File: src/rtl/core/rfm_pkg.sv
package rfm_pkg;

   // Event codes of the input channel.
   localparam logic [1:0] CMD_OVERFLOW = 2'd0;
   localparam logic [1:0] CMD_CAPTURE  = 2'd1;
   localparam logic [1:0] CMD_POLL     = 2'd2;

   // Result status codes.
   localparam logic [1:0] STATUS_MEASURED  = 2'd0;
   localparam logic [1:0] STATUS_NO_SIGNAL = 2'd1;
   localparam logic [1:0] STATUS_ZERO_TIME = 2'd2;

   // Configuration register indexes.
   localparam logic [1:0] CSR_CLOCK_HZ      = 2'd0;
   localparam logic [1:0] CSR_REPORT_TICKS  = 2'd1;
   localparam logic [1:0] CSR_TIMEOUT_TICKS = 2'd2;

   localparam logic [31:0] CLOCK_HZ_RESET      = 32'd16000000;
   localparam logic [31:0] REPORT_TICKS_RESET  = 32'd1000;
   localparam logic [31:0] TIMEOUT_TICKS_RESET = 32'd2000;

   localparam int FREQ_BITS = 40;
   localparam logic [FREQ_BITS-1:0] FREQ_MAX = '1;

   // Kind of report handed from the front to the back.
   localparam logic JOB_MEASURE = 1'b0;
   localparam logic JOB_TIMEOUT = 1'b1;

   typedef struct packed {
      logic [1:0]  cmd;
      logic [15:0] capture_value;
      logic [31:0] elapsed_ticks;
   } req_type;

   typedef struct packed {
      logic [FREQ_BITS-1:0] frequency;
      logic [1:0]           status;
   } rsp_type;

   typedef struct packed {
      logic [31:0] clock_hz;
      logic [31:0] report_ticks;
      logic [31:0] timeout_ticks;
   } cfg_type;

   typedef struct packed {
      logic        kind;
      logic [31:0] total_captures;
      logic [31:0] window_time;
   } job_type;

endpackage

File: src/rtl/core/rfm_front.sv
module rfm_front
   import rfm_pkg::*;
#(
   parameter int CAPTURE_BITS = 16
) (
   input  logic    clock,
   input  logic    reset,
   input  logic    req_push,
   input  req_type req_data,
   output logic    req_full,
   input  cfg_type cfg,
   input  logic    job_full,
   output logic    job_push,
   output job_type job_data
);

   localparam int CAP_KEEP = (CAPTURE_BITS < 16) ? CAPTURE_BITS : 16;
   localparam logic [15:0] CAP_MASK = 16'((64'd1 << CAP_KEEP) - 64'd1);

   logic [7:0]  ovf_ff, ovf_in;
   logic [7:0]  pend_ff, pend_in;
   logic [15:0] latest_ff, latest_in;
   logic [15:0] prev_ff, prev_in;
   logic [31:0] ttime_ff, ttime_in;
   logic [31:0] tcaps_ff, tcaps_in;
   logic [31:0] interval_ff, interval_in;

   logic        accept;
   logic [31:0] interval_sum;
   logic [31:0] span;
   logic [31:0] time_sum;
   logic [31:0] caps_sum;

   assign req_full = job_full;
   assign accept   = req_push && !job_full;

   assign interval_sum = interval_ff + req_data.elapsed_ticks;
   // The overflow count is worth one full capture timer period each.
   assign span = {16'b0, latest_ff} - {16'b0, prev_ff} + ({24'b0, ovf_ff} << CAPTURE_BITS);
   assign time_sum = ttime_ff + span;
   assign caps_sum = tcaps_ff + {24'b0, pend_ff};

   always_comb begin
      ovf_in      = ovf_ff;
      pend_in     = pend_ff;
      latest_in   = latest_ff;
      prev_in     = prev_ff;
      ttime_in    = ttime_ff;
      tcaps_in    = tcaps_ff;
      interval_in = interval_ff;
      job_push    = 1'b0;
      job_data.kind           = JOB_MEASURE;
      job_data.total_captures = caps_sum;
      job_data.window_time    = time_sum;
      if (accept) begin
         case (req_data.cmd)
            CMD_OVERFLOW: begin
               ovf_in = ovf_ff + 8'd1;
            end
            CMD_CAPTURE: begin
               latest_in = req_data.capture_value & CAP_MASK;
               pend_in   = pend_ff + 8'd1;
            end
            CMD_POLL: begin
               interval_in = interval_sum;
               if (pend_ff != 8'd0) begin
                  prev_in  = latest_ff;
                  pend_in  = 8'd0;
                  ovf_in   = 8'd0;
                  ttime_in = time_sum;
                  tcaps_in = caps_sum;
                  if (interval_sum > cfg.report_ticks) begin
                     job_push    = 1'b1;
                     ttime_in    = '0;
                     tcaps_in    = '0;
                     interval_in = '0;
                  end
               end else if (interval_sum > cfg.timeout_ticks) begin
                  job_push      = 1'b1;
                  job_data.kind = JOB_TIMEOUT;
                  ttime_in      = '0;
                  tcaps_in      = '0;
                  interval_in   = '0;
               end
            end
            default: begin
            end
         endcase
      end
   end

   always_ff @(posedge clock) begin
      if (reset) begin
         ovf_ff      <= '0;
         pend_ff     <= '0;
         latest_ff   <= '0;
         prev_ff     <= '0;
         ttime_ff    <= '0;
         tcaps_ff    <= '0;
         interval_ff <= '0;
      end else begin
         ovf_ff      <= ovf_in;
         pend_ff     <= pend_in;
         latest_ff   <= latest_in;
         prev_ff     <= prev_in;
         ttime_ff    <= ttime_in;
         tcaps_ff    <= tcaps_in;
         interval_ff <= interval_in;
      end
   end

endmodule

File: src/rtl/core/rfm_job_queue.sv
module rfm_job_queue
   import rfm_pkg::*;
(
   input  logic    clock,
   input  logic    reset,
   input  logic    push,
   input  job_type push_data,
   output logic    full,
   input  logic    pop,
   output logic    valid,
   output job_type pop_data
);

   job_type     entry_ff [2];
   logic        wptr_ff;
   logic        rptr_ff;
   logic [1:0]  count_ff;
   logic        do_push;
   logic        do_pop;

   assign full     = (count_ff == 2'd2);
   assign valid    = (count_ff != 2'd0);
   assign pop_data = entry_ff[rptr_ff];
   assign do_push  = push && !full;
   assign do_pop   = pop && valid;

   always_ff @(posedge clock) begin
      if (do_push) begin
         entry_ff[wptr_ff] <= push_data;
      end
   end

   always_ff @(posedge clock) begin
      if (reset) begin
         wptr_ff  <= 1'b0;
         rptr_ff  <= 1'b0;
         count_ff <= 2'd0;
      end else begin
         if (do_push) begin
            wptr_ff <= !wptr_ff;
         end
         if (do_pop) begin
            rptr_ff <= !rptr_ff;
         end
         count_ff <= count_ff + {1'b0, do_push} - {1'b0, do_pop};
      end
   end

endmodule

File: src/rtl/core/rfm_back.sv
module rfm_back
   import rfm_pkg::*;
#(
   parameter int FRACTION_BITS = 10
) (
   input  logic        clock,
   input  logic        reset,
   input  logic        job_valid,
   input  job_type     job_data,
   output logic        job_pop,
   input  logic [31:0] clock_hz,
   output logic        rsp_empty,
   input  logic        rsp_pop,
   output rsp_type     rsp_data
);

   // One quotient bit per step: 64 integer bits plus the fraction bits.
   localparam int STEPS  = 64 + FRACTION_BITS;
   localparam int STEP_W = $clog2(STEPS);

   typedef enum logic [1:0] {
      IDLE,
      MULTIPLY,
      DIVIDE
   } state_type;

   state_type             state_ff;
   logic [31:0]           caps_ff;
   logic [31:0]           den_ff;
   logic [63:0]           dividend_ff;
   logic [31:0]           rem_ff;
   logic [FREQ_BITS-1:0]  quo_ff;
   logic                  sat_ff;
   logic [STEP_W-1:0]     step_ff;
   logic                  res_valid_ff;
   rsp_type               res_ff;

   logic                  start;
   logic [32:0]           trial;
   logic                  qbit;
   logic [31:0]           rem_in;
   logic [FREQ_BITS-1:0]  quo_in;
   logic                  sat_in;

   assign start   = (state_ff == IDLE) && job_valid && !res_valid_ff;
   assign job_pop = start;

   // Restoring division step: the remainder always stays below the divisor.
   assign trial  = {rem_ff, dividend_ff[63]};
   assign qbit   = (trial >= {1'b0, den_ff});
   assign rem_in = qbit ? 32'(trial - {1'b0, den_ff}) : trial[31:0];
   assign quo_in = {quo_ff[FREQ_BITS-2:0], qbit};
   assign sat_in = sat_ff | quo_ff[FREQ_BITS-1];

   assign rsp_empty = !res_valid_ff;
   assign rsp_data  = res_ff;

   always_ff @(posedge clock) begin
      if (reset) begin
         state_ff     <= IDLE;
         res_valid_ff <= 1'b0;
      end else begin
         if (rsp_pop && res_valid_ff) begin
            res_valid_ff <= 1'b0;
         end
         case (state_ff)
            IDLE: begin
               if (start) begin
                  caps_ff <= job_data.total_captures;
                  den_ff  <= job_data.window_time;
                  if (job_data.kind == JOB_TIMEOUT) begin
                     res_valid_ff     <= 1'b1;
                     res_ff.frequency <= '0;
                     res_ff.status    <= STATUS_NO_SIGNAL;
                  end else if (job_data.window_time == 32'd0) begin
                     res_valid_ff     <= 1'b1;
                     res_ff.frequency <= '0;
                     res_ff.status    <= STATUS_ZERO_TIME;
                  end else begin
                     state_ff <= MULTIPLY;
                  end
               end
            end
            MULTIPLY: begin
               dividend_ff <= {32'b0, caps_ff} * {32'b0, clock_hz};
               rem_ff      <= '0;
               quo_ff      <= '0;
               sat_ff      <= 1'b0;
               step_ff     <= STEP_W'(STEPS - 1);
               state_ff    <= DIVIDE;
            end
            DIVIDE: begin
               dividend_ff <= {dividend_ff[62:0], 1'b0};
               rem_ff      <= rem_in;
               quo_ff      <= quo_in;
               sat_ff      <= sat_in;
               step_ff     <= step_ff - STEP_W'(1);
               if (step_ff == '0) begin
                  res_valid_ff     <= 1'b1;
                  res_ff.frequency <= sat_in ? FREQ_MAX : quo_in;
                  res_ff.status    <= STATUS_MEASURED;
                  state_ff         <= IDLE;
               end
            end
            default: begin
               state_ff <= IDLE;
            end
         endcase
      end
   end

endmodule

File: src/rtl/core/reciprocal_frequency_meter.sv
// Reciprocal frequency meter.
// Input channel (req_push/req_full): timer overflow, capture and poll events.
// Overflow and capture events only update counters; a poll may close a
// measurement window and produce one result on the rsp_ channel.
// The front end handles each event as soon as it is taken, so events can
// be pushed back to back while req_full is low.
// A report is queued in a two-entry job queue. The back end turns a
// measured report into captures * clock_hz / total time, with FRACTION_BITS
// fraction bits, using a 32x32 multiply and a restoring divider that yields
// one quotient bit per cycle. Zero-frequency reports (no signal, zero
// total time) are set directly from the idle state. A measured report
// occupies the back end until its last quotient bit.
// If rsp_pop stays low, the result holds; further reports fill the job
// queue and then req_full rises until the result is popped.
// Configuration writes (csr_) are always ready and are meant for idle times.
// Reset clears all counters and totals and loads the register defaults.
module reciprocal_frequency_meter
   import rfm_pkg::*;
#(
   parameter int CAPTURE_BITS  = 16,
   parameter int FRACTION_BITS = 10
) (
   input  logic        clock,
   input  logic        reset,
   input  logic        req_push,
   output logic        req_full,
   input  req_type     req_data,
   output logic        rsp_empty,
   input  logic        rsp_pop,
   output rsp_type     rsp_data,
   input  logic        csr_valid,
   output logic        csr_ready,
   input  logic [1:0]  csr_index,
   input  logic [31:0] csr_wdata
);

   cfg_type cfg_ff;
   logic    job_push;
   logic    job_full;
   job_type job_in_data;
   logic    job_pop;
   logic    job_valid;
   job_type job_out_data;

   assign csr_ready = 1'b1;

   always_ff @(posedge clock) begin
      if (reset) begin
         cfg_ff.clock_hz      <= CLOCK_HZ_RESET;
         cfg_ff.report_ticks  <= REPORT_TICKS_RESET;
         cfg_ff.timeout_ticks <= TIMEOUT_TICKS_RESET;
      end else if (csr_valid && csr_ready) begin
         case (csr_index)
            CSR_CLOCK_HZ:      cfg_ff.clock_hz      <= csr_wdata;
            CSR_REPORT_TICKS:  cfg_ff.report_ticks  <= csr_wdata;
            CSR_TIMEOUT_TICKS: cfg_ff.timeout_ticks <= csr_wdata;
            default: begin
            end
         endcase
      end
   end

   rfm_front #(
      .CAPTURE_BITS(CAPTURE_BITS)
   ) u_front (
      .clock    (clock),
      .reset    (reset),
      .req_push (req_push),
      .req_data (req_data),
      .req_full (req_full),
      .cfg      (cfg_ff),
      .job_full (job_full),
      .job_push (job_push),
      .job_data (job_in_data)
   );

   rfm_job_queue u_job_queue (
      .clock     (clock),
      .reset     (reset),
      .push      (job_push),
      .push_data (job_in_data),
      .full      (job_full),
      .pop       (job_pop),
      .valid     (job_valid),
      .pop_data  (job_out_data)
   );

   rfm_back #(
      .FRACTION_BITS(FRACTION_BITS)
   ) u_back (
      .clock     (clock),
      .reset     (reset),
      .job_valid (job_valid),
      .job_data  (job_out_data),
      .job_pop   (job_pop),
      .clock_hz  (cfg_ff.clock_hz),
      .rsp_empty (rsp_empty),
      .rsp_pop   (rsp_pop),
      .rsp_data  (rsp_data)
   );

   // A report is only produced for an accepted poll, so the queue has room.
   assert property (@(posedge clock) disable iff (reset) job_push |-> !job_full)
      else $error("report pushed into a full job queue");

   // The back end only takes a job once the previous result has left.
   assert property (@(posedge clock) disable iff (reset) job_pop |-> rsp_empty)
      else $error("job taken while a result is still waiting");

   // Only a measured result carries a nonzero frequency.
   assert property (@(posedge clock) disable iff (reset)
      (!rsp_empty && rsp_data.status != STATUS_MEASURED) |-> (rsp_data.frequency == '0))
      else $error("zero-frequency report with nonzero frequency");

   assert property (@(posedge clock) reset |=> rsp_empty)
      else $error("result pending after reset");

endmodule

File: config.mk
export PLATFORM = sky130hd
export DESIGN_NAME = reciprocal_frequency_meter
export DESIGN_NICKNAME = d
export VERILOG_FILES = /design/src/rtl/core/rfm_pkg.sv /design/src/rtl/core/rfm_front.sv /design/src/rtl/core/rfm_job_queue.sv /design/src/rtl/core/rfm_back.sv /design/src/rtl/core/reciprocal_frequency_meter.sv
export SDC_FILE = /design/constraint.sdc
export NUM_CORES = 2
export LEC_CHECK = 0
export BUFFER_PORTS_ARGS = -buffer_cell sky130_fd_sc_hd__buf_2
export CORE_ASPECT_RATIO = 1.75
export CORE_MARGIN = 3
export CORE_UTILIZATION = 60
export CTS_CLUSTER_DIAMETER = 50
export CTS_CLUSTER_SIZE = 14
export DETAILED_ROUTE_END_ITERATION = 8
export HOLD_SLACK_MARGIN = 0.02
export PLACE_DENSITY = 0.77
export SLEW_MARGIN = 25
export SYNTH_ARGS = -nofsm -noshare
export SYNTH_HDL_FRONTEND = slang
export SYNTH_SLANG_ARGS = --single-unit
File: constraint.sdc
create_clock -name clock -period 24.9 [get_ports clock]
set_input_delay 2.49 -clock clock [delete_from_list [all_inputs] [get_ports clock]]
set_output_delay 2.49 -clock clock [all_outputs]
set_load 0.1 [all_outputs]
== Word level (Yosys, flattened, before mapping) ==
Memory sizes are Yosys's and may differ from the RTL's. A register that Yosys moved wholly into a read port is not among the register bits.
Index checks and enable logic that the tools add are counted.
Widths: inputs -> output; s select.

* Output and inout port bits: 45
* RAM bits: 130
* Word-level logic and storage cells: 136
* Register bits after elaboration: 497
* Input port bits: 89
* Memories kept: 1

* Multiplexer cells: 46
* Order comparisons: 3
* Bitwise operators: 2
* Reductions and logical operators: 35
* Multipliers: 1
* Add/subtract/negate cells: 11
* Equal/unequal tests: 13

{| class="wikitable"
|+ Memory list
! name !! words !! bits a word !! rd ports !! clocked after memory_dff !! wr ports !! RTL line !! text
|-
| u_job_queue.entry_ff || 2 || 65 || 1 || 1 || 1 || rfm_job_queue.sv:14 || <nowiki>job_type entry_ff [2];</nowiki>
|}

{| class="wikitable"
|+ Operators by type and width
! kind !! count
|-
| $mux 32 || 9
|-
| $mux 42 || 4
|-
| $pmux 64 s2 || 1
|-
| $pmux 42 s2 || 1
|-
| $pmux 40 s2 || 1
|-
| $add 32x32->32 || 2
|-
| $gt 32x32->1 || 2
|-
| $mul 32x32->64 || 1
|-
| $pmux 32 s2 || 1
|-
| $mux 40 || 1
|-
| $ge 33x32->1 || 1
|-
| $add 32x24->32 || 1
|-
| $add 32x8->32 || 1
|-
| $logic_not 32->1 || 1
|-
| $pmux 8 s2 || 2
|-
| $sub 32x32->32 || 1
|-
| $mux 1 || 17
|-
| $sub 16x16->17 || 1
|-
| $add 8x1->8 const B || 2
|-
| $reduce_and 3->1 || 5
|-
| $pmux 7 s2 || 1
|-
| $reduce_and 2->1 || 6
|-
| $reduce_bool 2->1 || 6
|-
| $eq 2x2->1 const B || 4
|-
| 20 further kinds || 39
|}

== Depth between registers and ports, before layout ==
* Depth after elaboration: 9
* Gate-level depth with buffers: 28

== Cells and area by module ==
From an unflattened synthesis, not the netlist that was laid out.

* Cells, all modules: 6745
* Area total of the unflattened synthesis: 65690.5 um^2

{| class="wikitable"
|+ By module, submodules not included
! module !! seq. area each (um^2) !! cells an instance !! times used !! area each (um^2)
|-
| rfm_back || 7567.3 || 4632 || 1 || 45020.7
|-
| rfm_front || 2882.8 || 1518 || 1 || 11821.3
|-
| rfm_job_queue || 4003.8 || 228 || 1 || 4938.5
|-
| reciprocal_frequency_meter || 1921.8 || 367 || 1 || 3910.0
|}

== Worst setup path after synthesis ==
No wires, ideal clock.

* Path kind: input -> register
* Start point: in reset
* End point: reg u_back.dividend_ff[0], enable pin
* Arrival time: 9095 ps
* Library setup time: 667 ps
* Cell stages on the path: 3
* Path slack: 15138 ps
* Cells stage by stage: buf_6 > clkbuf_1 > nor2b_1

* Cells in the longest elaborated chain, start to end: 2

{| class="wikitable"
|+ Ends and longest elaborated chain
! element !! RTL line !! text
|-
| start, declared || reciprocal_frequency_meter.sv:24 || <nowiki>input logic reset,</nowiki>
|-
| $not 1->1 (no source line) || - ||
|-
| $reduce_and 2->1 (no source line) || - ||
|-
| end signal, assigned || rfm_back.sv:85 || <nowiki>dividend_ff <= {32'b0, caps_ff} * {32'b0, clock_hz};</nowiki>
|-
| end signal, assigned || rfm_back.sv:93 || <nowiki>dividend_ff <= {dividend_ff[62:0], 1'b0};</nowiki>
|-
| end, declared || rfm_back.sv:30 || <nowiki>logic [63:0] dividend_ff;</nowiki>
|}

Every way passes these cells.
A chain may end at the register's enable or synchronous reset.

== Worst setup path in the final report ==
* Start point: reg u_back.caps_ff[24]
* End point: reg u_back.dividend_ff[63], data pin

* Cells in the longest elaborated chain, start to end: 2

{| class="wikitable"
|+ Ends and longest elaborated chain
! element !! RTL line !! text
|-
| start, declared || rfm_back.sv:28 || <nowiki>logic [31:0] caps_ff;</nowiki>
|-
| start signal, assigned || rfm_back.sv:69 || <nowiki>caps_ff <= job_data.total_captures;</nowiki>
|-
| $mul 32x32->64 || rfm_back.sv:85 ||
|-
| $pmux 64 s2 || rfm_back.sv:66 || <nowiki>case (state_ff)</nowiki>
|}

Every way passes these cells.

==> summary by stage <==
Timing
Setup repair after global routing left no endpoint under its margin. The final critical-path required period is 8.82 ns. For the final database, setup skew stands at 0.0238 ns.

For the pin with the worst max-slew slack, the measured transition is 1.05 ns. The upper clock frequency limit is 113 MHz. Setup violations remaining at the end of the flow were counted as 0. Across all hold checks on the routed design, the worst slack comes to 0.454 ns. The hold violation count in the final report came to 0. Of the available clock period, the critical path in the final layout requires 0.354. In this run the tightest slew margin relative to its limit is 0.294. The max-slew violation count was 0.

The final-layout setup total negative slack is 0 ns.

Route
The detailed route wirelength on metal3 is 11.3 mm. After detailed routing, no signal wire sits above met5. The total wire length is 175 mm. In the detailed route, the total length drawn on met2 is 91.7 mm. The number of nets still failing antenna checks after routing is 0. In the final routed layout, each cell accounts on average for 21.9 um. The total number of vias is 47800. The detailed router put a total of 56.5 mm of wire on met1.

The first TritonRoute pass finished after 6 iterations. The detailed router's first-iteration violation count is 3151. The total DRC errors in the routed layout is 0. The routed via count divided by cell count is 5.98.

Place
The weighted congestion at the end of routability-driven global placement is 0.946. Input and output buffers added on the ports amount to 132. The HPWL reported at the end of detailed placement is 128 mm.

Final layout
The post-synthesis to final-layout area growth is 5.17%. The top cell types in the final layout, fill and taps aside, are sky130_fd_sc_hd__inv_1, sky130_fd_sc_hd__fa_1, sky130_fd_sc_hd__nand2_1. The library cell used most frequently in the layout, excluding fill and tap cells, is sky130_fd_sc_hd__inv_1. Of the cells placed in the final design, the portion with a size suffix greater than 1 is 0.0676. The final layout contains 8072 nets.

Synthesis
The share of synthesized registers carrying an async set or reset is 0. Synthesis inferred 628 register bits. The synthesized netlist occupies a cell area of 64600 um2. The most used flip-flop cell after synthesis is sky130_fd_sc_hd__edfxtp_1. The number of standard cells after synthesis is 6672. Yosys printed 0 warnings. The sequential element share of the synthesized area is 0.253.

The per-instance average area after synthesis is 9.69 um2. The synthesized netlist contains 89 unique library cells. The number of synthesized flops with an enable pin is 380. Synthesis produced a netlist with a net count of 8148.

CTS
The maximum number of buffers from clock root to sink is 3. The number of post-CTS setup repair buffers is 0. The maximum level of the CTS H-tree is 2. In this run, post-CTS hold repair placed 0 buffers. After clock tree synthesis, the clock-pin slew on the worst setup and hold paths is 0.07 ns. For the worst-skew pair, the clock arrives at the later sink with an insertion delay of 0.64 ns. The TritonCTS sink count is 628. The clock tree root buffer cell is sky130_fd_sc_hd__clkbuf_16. In this run, CTS created clock tree buffers numbering 54. The TritonCTS clock tree is built.

The quantity of gates resized following cts is 0.

Global routing
For this run the aggregate overflow at the end of global routing stands at 0. The initial antenna violation count is 8. The first global-routing pass estimated 275 mm of wire. The global-route usage over all layers is 0.322.

The pin count of the biggest net entering global routing is 120. The number of global-route vias before repair came to 51700.

Die
The area enclosed by the die boundary is 112000 um2. The chip width is 254 um. Row generation in the floorplan step produced 158 rows. The floorplan step defined a core boundary enclosing 106000 um2.

For this design the top-level I/O count stands at 134. The die span in y is 440 um. The starting density of the core is 0.608.

Hold path
The kind of path behind the tightest hold check is flip-flop to flip-flop.

Worst setup path
STA puts the critical path data required time at 25.28 ns. The critical path launch point type is a flip-flop. STA classifies the critical path endpoint as a flip-flop.

The critical path is of the flip-flop to flip-flop type. The signal arrival time at the worst endpoint is 9.19 ns. The top fanout value on the critical path is 32.

Flow run
The max-cap violation count is 0.

Outcome
The run finished with clean final reports.
## final timing paths
check,start,to,slack [ns],cells after the start
worst max-delay path,u_back.caps_ff[24],u_back.dividend_ff[63],16.08,25
worst min-delay path,u_front.prev_ff[6],u_front.prev_ff[6],0.45,2
worst max register to register,u_back.caps_ff[24],u_back.dividend_ff[63],16.08,25
worst min register to register,u_front.prev_ff[6],u_front.prev_ff[6],0.45,2
## worst max-delay path, cell delays in order, from the launching register on
cell                       delay [ns]
sky130_fd_sc_hd__edfxtp_1        0.35
sky130_fd_sc_hd__buf_4           0.47
sky130_fd_sc_hd__and2_1          0.22
sky130_fd_sc_hd__fa_1            0.46
sky130_fd_sc_hd__fa_1            0.49
sky130_fd_sc_hd__inv_1           0.37
sky130_fd_sc_hd__fa_1            0.50
sky130_fd_sc_hd__fa_1            0.51
sky130_fd_sc_hd__inv_1           0.06
sky130_fd_sc_hd__fa_1            0.66
sky130_fd_sc_hd__fa_1            0.47
sky130_fd_sc_hd__fa_1            0.53
sky130_fd_sc_hd__inv_1           0.06
sky130_fd_sc_hd__fa_1            0.47
sky130_fd_sc_hd__inv_1           0.04
sky130_fd_sc_hd__ha_1            0.38
sky130_fd_sc_hd__a21oi_1         0.21
sky130_fd_sc_hd__o21ai_0         0.17
sky130_fd_sc_hd__a211oi_1        0.20
sky130_fd_sc_hd__o21ai_0         0.18
sky130_fd_sc_hd__a21oi_1         0.32
sky130_fd_sc_hd__a21oi_2         0.14
sky130_fd_sc_hd__o311a_1         0.36
sky130_fd_sc_hd__or4_1           0.52
sky130_fd_sc_hd__xnor2_1         0.15
sky130_fd_sc_hd__mux2_2          0.27
## cell type report
type	count	area (um2)
clock buffers	77	1460
flip-flops and latches	628	16400
inverters	1020	3830
clock inverters	10	130
fillers	8649	38400
multi-input cells	4676	43100
repair buffers	216	1300
diodes	8	20.0
well taps	1360	1700
## sequential cells by signal (all words and copies together), names as in the netlist, 40 cells and up, named ones only
register	flops
cfg_ff	96
u_back.dividend_ff	64
u_back.quo_ff	40
u_back.rsp_data	42
u_job_queue.entry_ff	130
## metrics by stage
step / utilization / instances / setup WS, ns / instance area, um2
detailed placement: 0.624 / 7900 / 16.22 / 66300
finish: 0.639 / 7995 / 16.08 / 68000
CTS: 0.639 / 7987 / 16.35 / 67900
floorplan: - / 6672 / 15.14 / 64600
global placement: 0.624 / 7900 / 16.30 / 66300
global route: 0.639 / 7987 / 15.91 / 67900
## cells in the mapped netlist (21+ instances only)
library cell | n | area share
sky130_fd_sc_hd__xor2_1 | 69 | 0.0094
sky130_fd_sc_hd__o21ai_0 | 142 | 0.011
sky130_fd_sc_hd__a31oi_1 | 29 | 0.0028
sky130_fd_sc_hd__dfxtp_1 | 248 | 0.077
sky130_fd_sc_hd__inv_1 | 1020 | 0.059
sky130_fd_sc_hd__nor2b_1 | 21 | 0.0020
sky130_fd_sc_hd__clkbuf_1 | 329 | 0.019
sky130_fd_sc_hd__xnor2_1 | 133 | 0.018
sky130_fd_sc_hd__nand2_1 | 876 | 0.051
sky130_fd_sc_hd__a22oi_1 | 32 | 0.0037
sky130_fd_sc_hd__and2_1 | 641 | 0.062
sky130_fd_sc_hd__nand4_1 | 51 | 0.0049
sky130_fd_sc_hd__nand2b_1 | 26 | 0.0025
sky130_fd_sc_hd__or2_2 | 45 | 0.0044
sky130_fd_sc_hd__and3_1 | 23 | 0.0022
sky130_fd_sc_hd__o21a_1 | 31 | 0.0036
sky130_fd_sc_hd__a21o_1 | 115 | 0.013
sky130_fd_sc_hd__nor3_1 | 44 | 0.0034
sky130_fd_sc_hd__fa_1 | 909 | 0.28
sky130_fd_sc_hd__nand3_1 | 76 | 0.0059
sky130_fd_sc_hd__edfxtp_1 | 380 | 0.18
sky130_fd_sc_hd__nor2_1 | 211 | 0.012
sky130_fd_sc_hd__ha_1 | 478 | 0.093
sky130_fd_sc_hd__mux2i_1 | 28 | 0.0043
sky130_fd_sc_hd__a21oi_1 | 331 | 0.026
sky130_fd_sc_hd__mux2_2 | 72 | 0.013
sky130_fd_sc_hd__o21bai_1 | 31 | 0.0036
## logic make-up (layout without fill, tap and decap cells)
logic type | count (synthesis) | in the layout | synth area share
other | 1 | 9 | 0.0000580
and+or+nand+nor | 2094 | 2094 | 0.160
muxes | 100 | 100 | 0.0169
DFF | 628 | 628 | 0.253
buffers and inverters | 1368 | 1323 | 0.0805
adders and majority gates | 1387 | 1387 | 0.374
AOI/OAI and AO/OA | 892 | 892 | 0.0877
xor gates and xnor gates | 202 | 202 | 0.0274
## layer usage
layer | vias to the layer above | GRT usage
met5 | - | 0
met4 | 2 | 0.243
met3 | 841 | 0.0519
met2 | 1958 | 0.583
met1 | 23900 | 0.330
li1 | 21100 | -
Power is not shown: default switching activity piles up to over one toggle a cycle in this logic, so the estimate is an artifact.
